File: src/rtl/lsu3_pkg.sv
`default_nettype none
package lsu3_pkg;

	// Field and register widths.
	localparam int SIZE_W     = 9;
	localparam int PHI_W      = 24;
	localparam int STEP_W     = 16;
	localparam int CFG_IDX_W  = 3;
	localparam int CFG_DATA_W = 16;

	// Defaults for the top-level parameters and the registers.
	localparam int DEF_MAX_SIZE_X = 256;
	localparam int DEF_MAX_SIZE_Y = 256;
	localparam int DEF_MAX_SIZE_Z = 256;
	localparam int DEF_SIZE       = 256;
	localparam int DEF_TIME_STEP  = 2048;
	localparam int SIZE_LIMIT     = (1 << SIZE_W) - 1;

	// Arithmetic widths of the datapath.
	localparam int STEP_FRAC_BITS = 12;
	localparam int DIFF_W         = PHI_W + 1;
	localparam int TERM_W         = 2 * PHI_W + 1;
	localparam int PSUM_W         = TERM_W + 1;
	localparam int SUM_W          = 52;
	localparam int ROOT_W         = SUM_W / 2;
	localparam int REM_W          = ROOT_W + 3;
	localparam int PROD_W         = ROOT_W + STEP_W;
	localparam int V_W            = PROD_W + 2;
	localparam int Q_W            = V_W - STEP_FRAC_BITS;
	localparam int SQRT_STEPS     = 2;
	localparam int SQRT_STAGES    = ROOT_W / SQRT_STEPS;

	localparam logic signed [PHI_W-1:0] PHI_MAX = {1'b0, {(PHI_W-1){1'b1}}};
	localparam logic signed [PHI_W-1:0] PHI_MIN = {1'b1, {(PHI_W-1){1'b0}}};

	// Neighbor slots; even slots are the backward neighbors.
	localparam int NB    = 6;
	localparam int NB_XM = 0;
	localparam int NB_XP = 1;
	localparam int NB_YM = 2;
	localparam int NB_YP = 3;
	localparam int NB_ZM = 4;
	localparam int NB_ZP = 5;

	typedef enum logic [CFG_IDX_W-1:0] {
		REG_SIZE_X    = 3'd0,
		REG_SIZE_Y    = 3'd1,
		REG_SIZE_Z    = 3'd2,
		REG_TIME_STEP = 3'd3,
		REG_FRONT_DIR = 3'd4
	} cfg_reg_t;

	// Side data that travels with a voxel through the root pipeline.
	typedef struct packed {
		logic signed [PHI_W-1:0] centre;
		logic                    last;
	} pay_t;

	// Working state of the restoring square root.
	typedef struct packed {
		logic [SUM_W-1:0]  val;
		logic [REM_W-1:0]  rem;
		logic [ROOT_W-1:0] root;
	} sqrt_state_t;

	// One restoring step: brings in two radicand bits, yields one root bit.
	function automatic sqrt_state_t sqrt_step(input sqrt_state_t s);
		sqrt_state_t n;
		logic [REM_W-1:0] rem_sh;
		logic [REM_W-1:0] trial;
		rem_sh = {s.rem[REM_W-3:0], s.val[SUM_W-1 -: 2]};
		trial  = REM_W'({s.root, 2'b01});
		n.val  = {s.val[SUM_W-3:0], 2'b00};
		if (rem_sh >= trial) begin
			n.rem  = rem_sh - trial;
			n.root = {s.root[ROOT_W-2:0], 1'b1};
		end else begin
			n.rem  = rem_sh;
			n.root = {s.root[ROOT_W-2:0], 1'b0};
		end
		return n;
	endfunction

endpackage
`default_nettype wire

File: src/rtl/lsu3_isqrt.sv
`default_nettype none
// Pipelined integer square root, truncated, two root bits per stage.
module lsu3_isqrt (
	input  wire logic                          clk,
	input  wire logic                          arst_n,
	input  wire logic                          in_valid,
	output logic                               in_ready,
	input  wire logic [lsu3_pkg::SUM_W-1:0]    in_radicand,
	input  wire lsu3_pkg::pay_t                in_pay,
	output logic                               out_valid,
	input  wire logic                          out_ready,
	output logic      [lsu3_pkg::ROOT_W-1:0]   out_root,
	output lsu3_pkg::pay_t                     out_pay
);

	localparam int NST = lsu3_pkg::SQRT_STAGES;

	lsu3_pkg::sqrt_state_t st_s  [NST];
	lsu3_pkg::pay_t        pay_s [NST];
	logic [NST-1:0]        vld_s;
	logic [NST:0]          rdy;

	assign rdy[NST]  = out_ready;
	assign in_ready  = rdy[0];
	assign out_valid = vld_s[NST-1];
	assign out_root  = st_s[NST-1].root;
	assign out_pay   = pay_s[NST-1];

	for (genvar k = 0; k < NST; k++) begin : g_stage
		lsu3_pkg::sqrt_state_t src;
		lsu3_pkg::sqrt_state_t nxt;
		lsu3_pkg::pay_t        src_pay;
		logic                  src_vld;

		// Stage input comes from the port or from the previous stage.
		if (k == 0) begin : g_first
			always_comb begin
				src.val  = in_radicand;
				src.rem  = '0;
				src.root = '0;
				src_pay  = in_pay;
				src_vld  = in_valid;
			end
		end else begin : g_next
			always_comb begin
				src     = st_s[k-1];
				src_pay = pay_s[k-1];
				src_vld = vld_s[k-1];
			end
		end

		assign rdy[k] = !vld_s[k] || rdy[k+1];

		always_comb begin
			nxt = src;
			for (int i = 0; i < lsu3_pkg::SQRT_STEPS; i++) begin
				nxt = lsu3_pkg::sqrt_step(nxt);
			end
		end

		always_ff @(posedge clk or negedge arst_n) begin
			if (!arst_n) begin
				vld_s[k] <= 1'b0;
			end else if (rdy[k]) begin
				vld_s[k] <= src_vld;
			end
		end

		always_ff @(posedge clk) begin
			if (rdy[k] && src_vld) begin
				st_s[k]  <= nxt;
				pay_s[k] <= src_pay;
			end
		end
	end

endmodule
`default_nettype wire

File: config.mk
export PLATFORM = sky130hd
export DESIGN_NAME = lsu3_isqrt
export DESIGN_NICKNAME = d
export VERILOG_FILES = /design/src/rtl/lsu3_pkg.sv /design/src/rtl/lsu3_isqrt.sv
export SDC_FILE = /design/constraint.sdc
export NUM_CORES = 2
export LEC_CHECK = 0
export ABC_AREA = 0
export BUFFER_PORTS_ARGS = -buffer_cell sky130_fd_sc_hd__buf_2
export CORE_MARGIN = 2
export CORE_UTILIZATION = 50
export DETAILED_ROUTE_END_ITERATION = 16
export GPL_ROUTABILITY_DRIVEN = 0
export GPL_TIMING_DRIVEN = 0
export PLACE_DENSITY = 0.63
export SYNTH_ARGS = -nofsm -noshare
export SYNTH_HDL_FRONTEND = slang
export SYNTH_SLANG_ARGS = --single-unit
File: constraint.sdc
create_clock -name clk -period 8.2 [get_ports clk]
set_clock_uncertainty 0.05 [all_clocks]
set_input_delay 2.05 -clock clk [delete_from_list [all_inputs] [get_ports clk]]
set_output_delay 2.05 -clock clk [all_outputs]
set_load 0.005 [all_outputs]
==> results.yml <==
global_routing:
  antenna_found_initial: 3
  globalRouteOverflowTotal: 0
  track_usage: 0.225
  grt_pass1_vias: 42600
  grt_start_max_net_pins: 74
  grt_pass1_wl_um: 233000
sta:
  hold_viol: 0
  final_max_slew_viol_count: 0
  worst_pin_slew_ns: 1.05
  post-route-period-util: 0.963
  holdWs_ns: 0.300
  setup_violations: 0
  max_freq_ghz: 0.127
  rsz0062_at_grt: "no"
  period_needed_ns: 7.90
  max-slew-margin-rel: 0.294
synthesis:
  ys_seq_elements: 1140
  synthCells: 5654
  ys_async_sr_fraction: 0.0114
  yosysWarningCount: 0
  syn_area_per_cell_um2: 11.2
  yosys.cell_types.count: 100
  syn-cell-area_mm2: 0.0633
  synth-edff-count: 1127
  synth_ff_type: "edfxtp_1"
  ys_seq_area_frac: 0.540
place:
  io_buffers: 132
  dp_cells: 7460
  hpwl_um: 115000
clocking:
  cts_buffers: 114
  hold_buffers: 0
  clock_sinks: 1140
  cts.reportedPaths.clkPinSlew_ns: 0.06
  clkLatencyLatePin_ns: 0.76
  cts_buffer_depth: 3
  cts-htree-levels: 3
  postCtsSetupRepairBufs: 0
  cts_tree: "done"
  root_buffer: "clkbuf_16"
die:
  start_util: 0.504
  core_area_mm2: 0.126
  num_rows: 130
  die-area_mm2: 0.129
  dieWidth_um: 360
  die_h_um: 360
  pin_count: 134
final_layout:
  final_util: 0.561
  layoutNonFillerInstCount: 7674
  antenna_cells: 0
  synthToLayoutAreaGrowth_pct: 11.3
  nets: 6382
  final_layout_size_suffix_gt1_frac: 0.0842
pwr:
  power.total_w: 0.0247
  p_leak_nw: 27.3
  ir_drop_mv: 0.215
  p_per_area_mw_per_mm2: 350
drt:
  drc: 0
  vias: 44800
  ant_nets: 0
  drtIter0Drc: 3723
  routedWlPerCell_um: 19.4
  wl_um: 149000
  via_per_inst: 5.84
  drtPass1Iterations: 6
setup_path:
  cp-start-kind: "register"
  slowest_stage: "nor4b_4"
  r2r_start: "st_s[1][116]$_DFFE_PP_"
  endpoint_kind: "register"
  cp_slowest_stage_delay_ns: 0.51
  path_common_cell: "o21ai_0"
  startpoint: "st_s[1][116]$_DFFE_PP_"
  r2r_slack_ns: 0.30
  arrival_ns: 8.37
  crit_required_ns: 8.67
  crit_cells: 26
  critPathMaxFanout: 10
  criticalPathCategory: "reg2reg"
  worstReg2RegEnd: "st_s[1][247]$_DFFE_PP_"
  crit_buf_inv: 6
  critPathTopFamily: "simple AND/OR/NAND/NOR gates"
  worstRegToRegCells: 26
  crit_path_end: "st_s[1][247]$_DFFE_PP_"
status:
  status: "finished, final reports clean"
hold_path:
  worstHoldStart: "pay_s[0][104]$_DFFE_PP_"
  whs_path_depth: 0
  hold_class: "reg2reg"
flow_run:
  cap_violations: 0
cells in the final DEF (no fill, tap or decap), types with 24 or more instances in the layout:
| cell | count |
|---|---|
| nand2b_1 | 79 |
| a31oi_1 | 44 |
| nand2_1 | 388 |
| o31ai_1 | 35 |
| and2_1 | 36 |
| o21ai_0 | 273 |
| xnor2_1 | 283 |
| clkbuf_16 | 115 |
| or3_1 | 49 |
| nor3_1 | 118 |
| a211oi_1 | 40 |
| nor3b_1 | 29 |
| nor4_1 | 57 |
| clkbuf_1 | 140 |
| mux2_2 | 63 |
| xor2_1 | 171 |
| a21oi_1 | 424 |
| and3_1 | 62 |
| inv_1 | 330 |
| nand4_1 | 77 |
| edfxtp_1 | 1127 |
| o211ai_1 | 35 |
| nand3_1 | 144 |
| ha_1 | 375 |
| buf_2 | 143 |
| o21bai_1 | 40 |
| or2_2 | 33 |
| and4_1 | 24 |
| a21o_1 | 157 |
| o21a_1 | 52 |
| nor2b_1 | 50 |
| or4_1 | 39 |
| nor2_1 | 473 |
cell usage after synthesis (all sizes together), types with 20 or more instances:
cell       n  area share
a211oi    41      0.0049
a21boi    24      0.0028
a21o     157       0.019
a21oi    425       0.034
a31o      20      0.0028
a31oi     46      0.0045
and2      46      0.0045
and3      62      0.0061
and4      24      0.0033
buf       27      0.0020
clkbuf   117      0.0069
edfxtp  1127        0.53
ha       375       0.074
inv      334       0.020
mux2      63       0.011
nand2    388       0.023
nand2b    79      0.0078
nand3    144       0.011
nand4     78      0.0078
nor2     473       0.028
nor2b     54      0.0055
nor3     122       0.010
nor3b     29      0.0034
nor4      60      0.0061
o211ai    35      0.0042
o21a      52      0.0062
o21ai    274       0.022
o21bai    40      0.0047
o31ai     35      0.0042
or2       33      0.0033
or3       49      0.0048
or4       42      0.0052
xnor2    283       0.039
xor2     171       0.024
repair_timing:
item / CTS / global route
endpoints found under the hold margin: 0 / 0
gates resized for setup: 0 / 6
setup endpoints to repair: 0 / 32
registers in the layout (all words and copies together) (netlist names):
signal / flops
st_s: 802
pay_s: 325
g_stage.src_vld: 12
out_valid: 1
report_power, final:
group          internal [W]  total [W]  switching [W]
logic               0.00427     0.0105        0.00628
registers           0.00815    0.00886       0.000713
clock network       0.00302    0.00526        0.00225
stage by stage:
step	TNS, ns	area [um2]	worst slack (ns)
CTS	0	70500	0.143
detailed placement	0	66600	0.183
floorplan	0	63300	0.0198
finish	0	70500	0.302
global route	0	70500	0.0302
global placement	-566.11	66000	-2.91
kinds of logic after synthesis:
group | count (synthesis) | synth area share
xor gates and xnor gates | 454 | 0.0628
adders and majority gates | 375 | 0.0741
buffers and inverters | 481 | 0.0289
other | 1 | 0.0000592
and+or+nand+nor | 1757 | 0.141
muxes | 81 | 0.0141
AOI/OAI and AO/OA | 1365 | 0.139
DFF | 1140 | 0.540
area by class of cell:
type                            count  area, um2
Inverter                          337       1270
Clock inverter                     76        898
Clock buffer                      138       2960
Multi-Input combinational cell   4036      27400
Timing Repair Buffer              153       1140
Buffer                            144        567
Fill cell                       10700      55100
Tap cell                         1650       2060
Sequential cell                  1140      34200
worst min-delay path by stage:
stage / slack (ns) / endpoint
floorplan: 0.35 / pay_s[0][100]$_DFFE_PP_
global placement: 0.35 / st_s[0][490]$_DFFE_PP_
detailed placement: 0.35 / pay_s[0][122]$_DFFE_PP_
CTS: 0.28 / pay_s[0][129]$_DFFE_PP_
global route: 0.30 / pay_s[0][101]$_DFFE_PP_
finish: 0.30 / pay_s[0][129]$_DFFE_PP_
per-layer routing:
metal  part of all wire  track usage  wire length, um  vias to the layer above
met5           0.000094            0               14                        -
met1               0.45        0.317            67700                    21600
met2               0.47        0.367            69600                     1242
met3              0.050       0.0235             7430                      227
met4              0.029       0.0749             4260                        2
li1                   -            -                -                    21800
No activity file was read; power rests on OpenSTA's default activity.
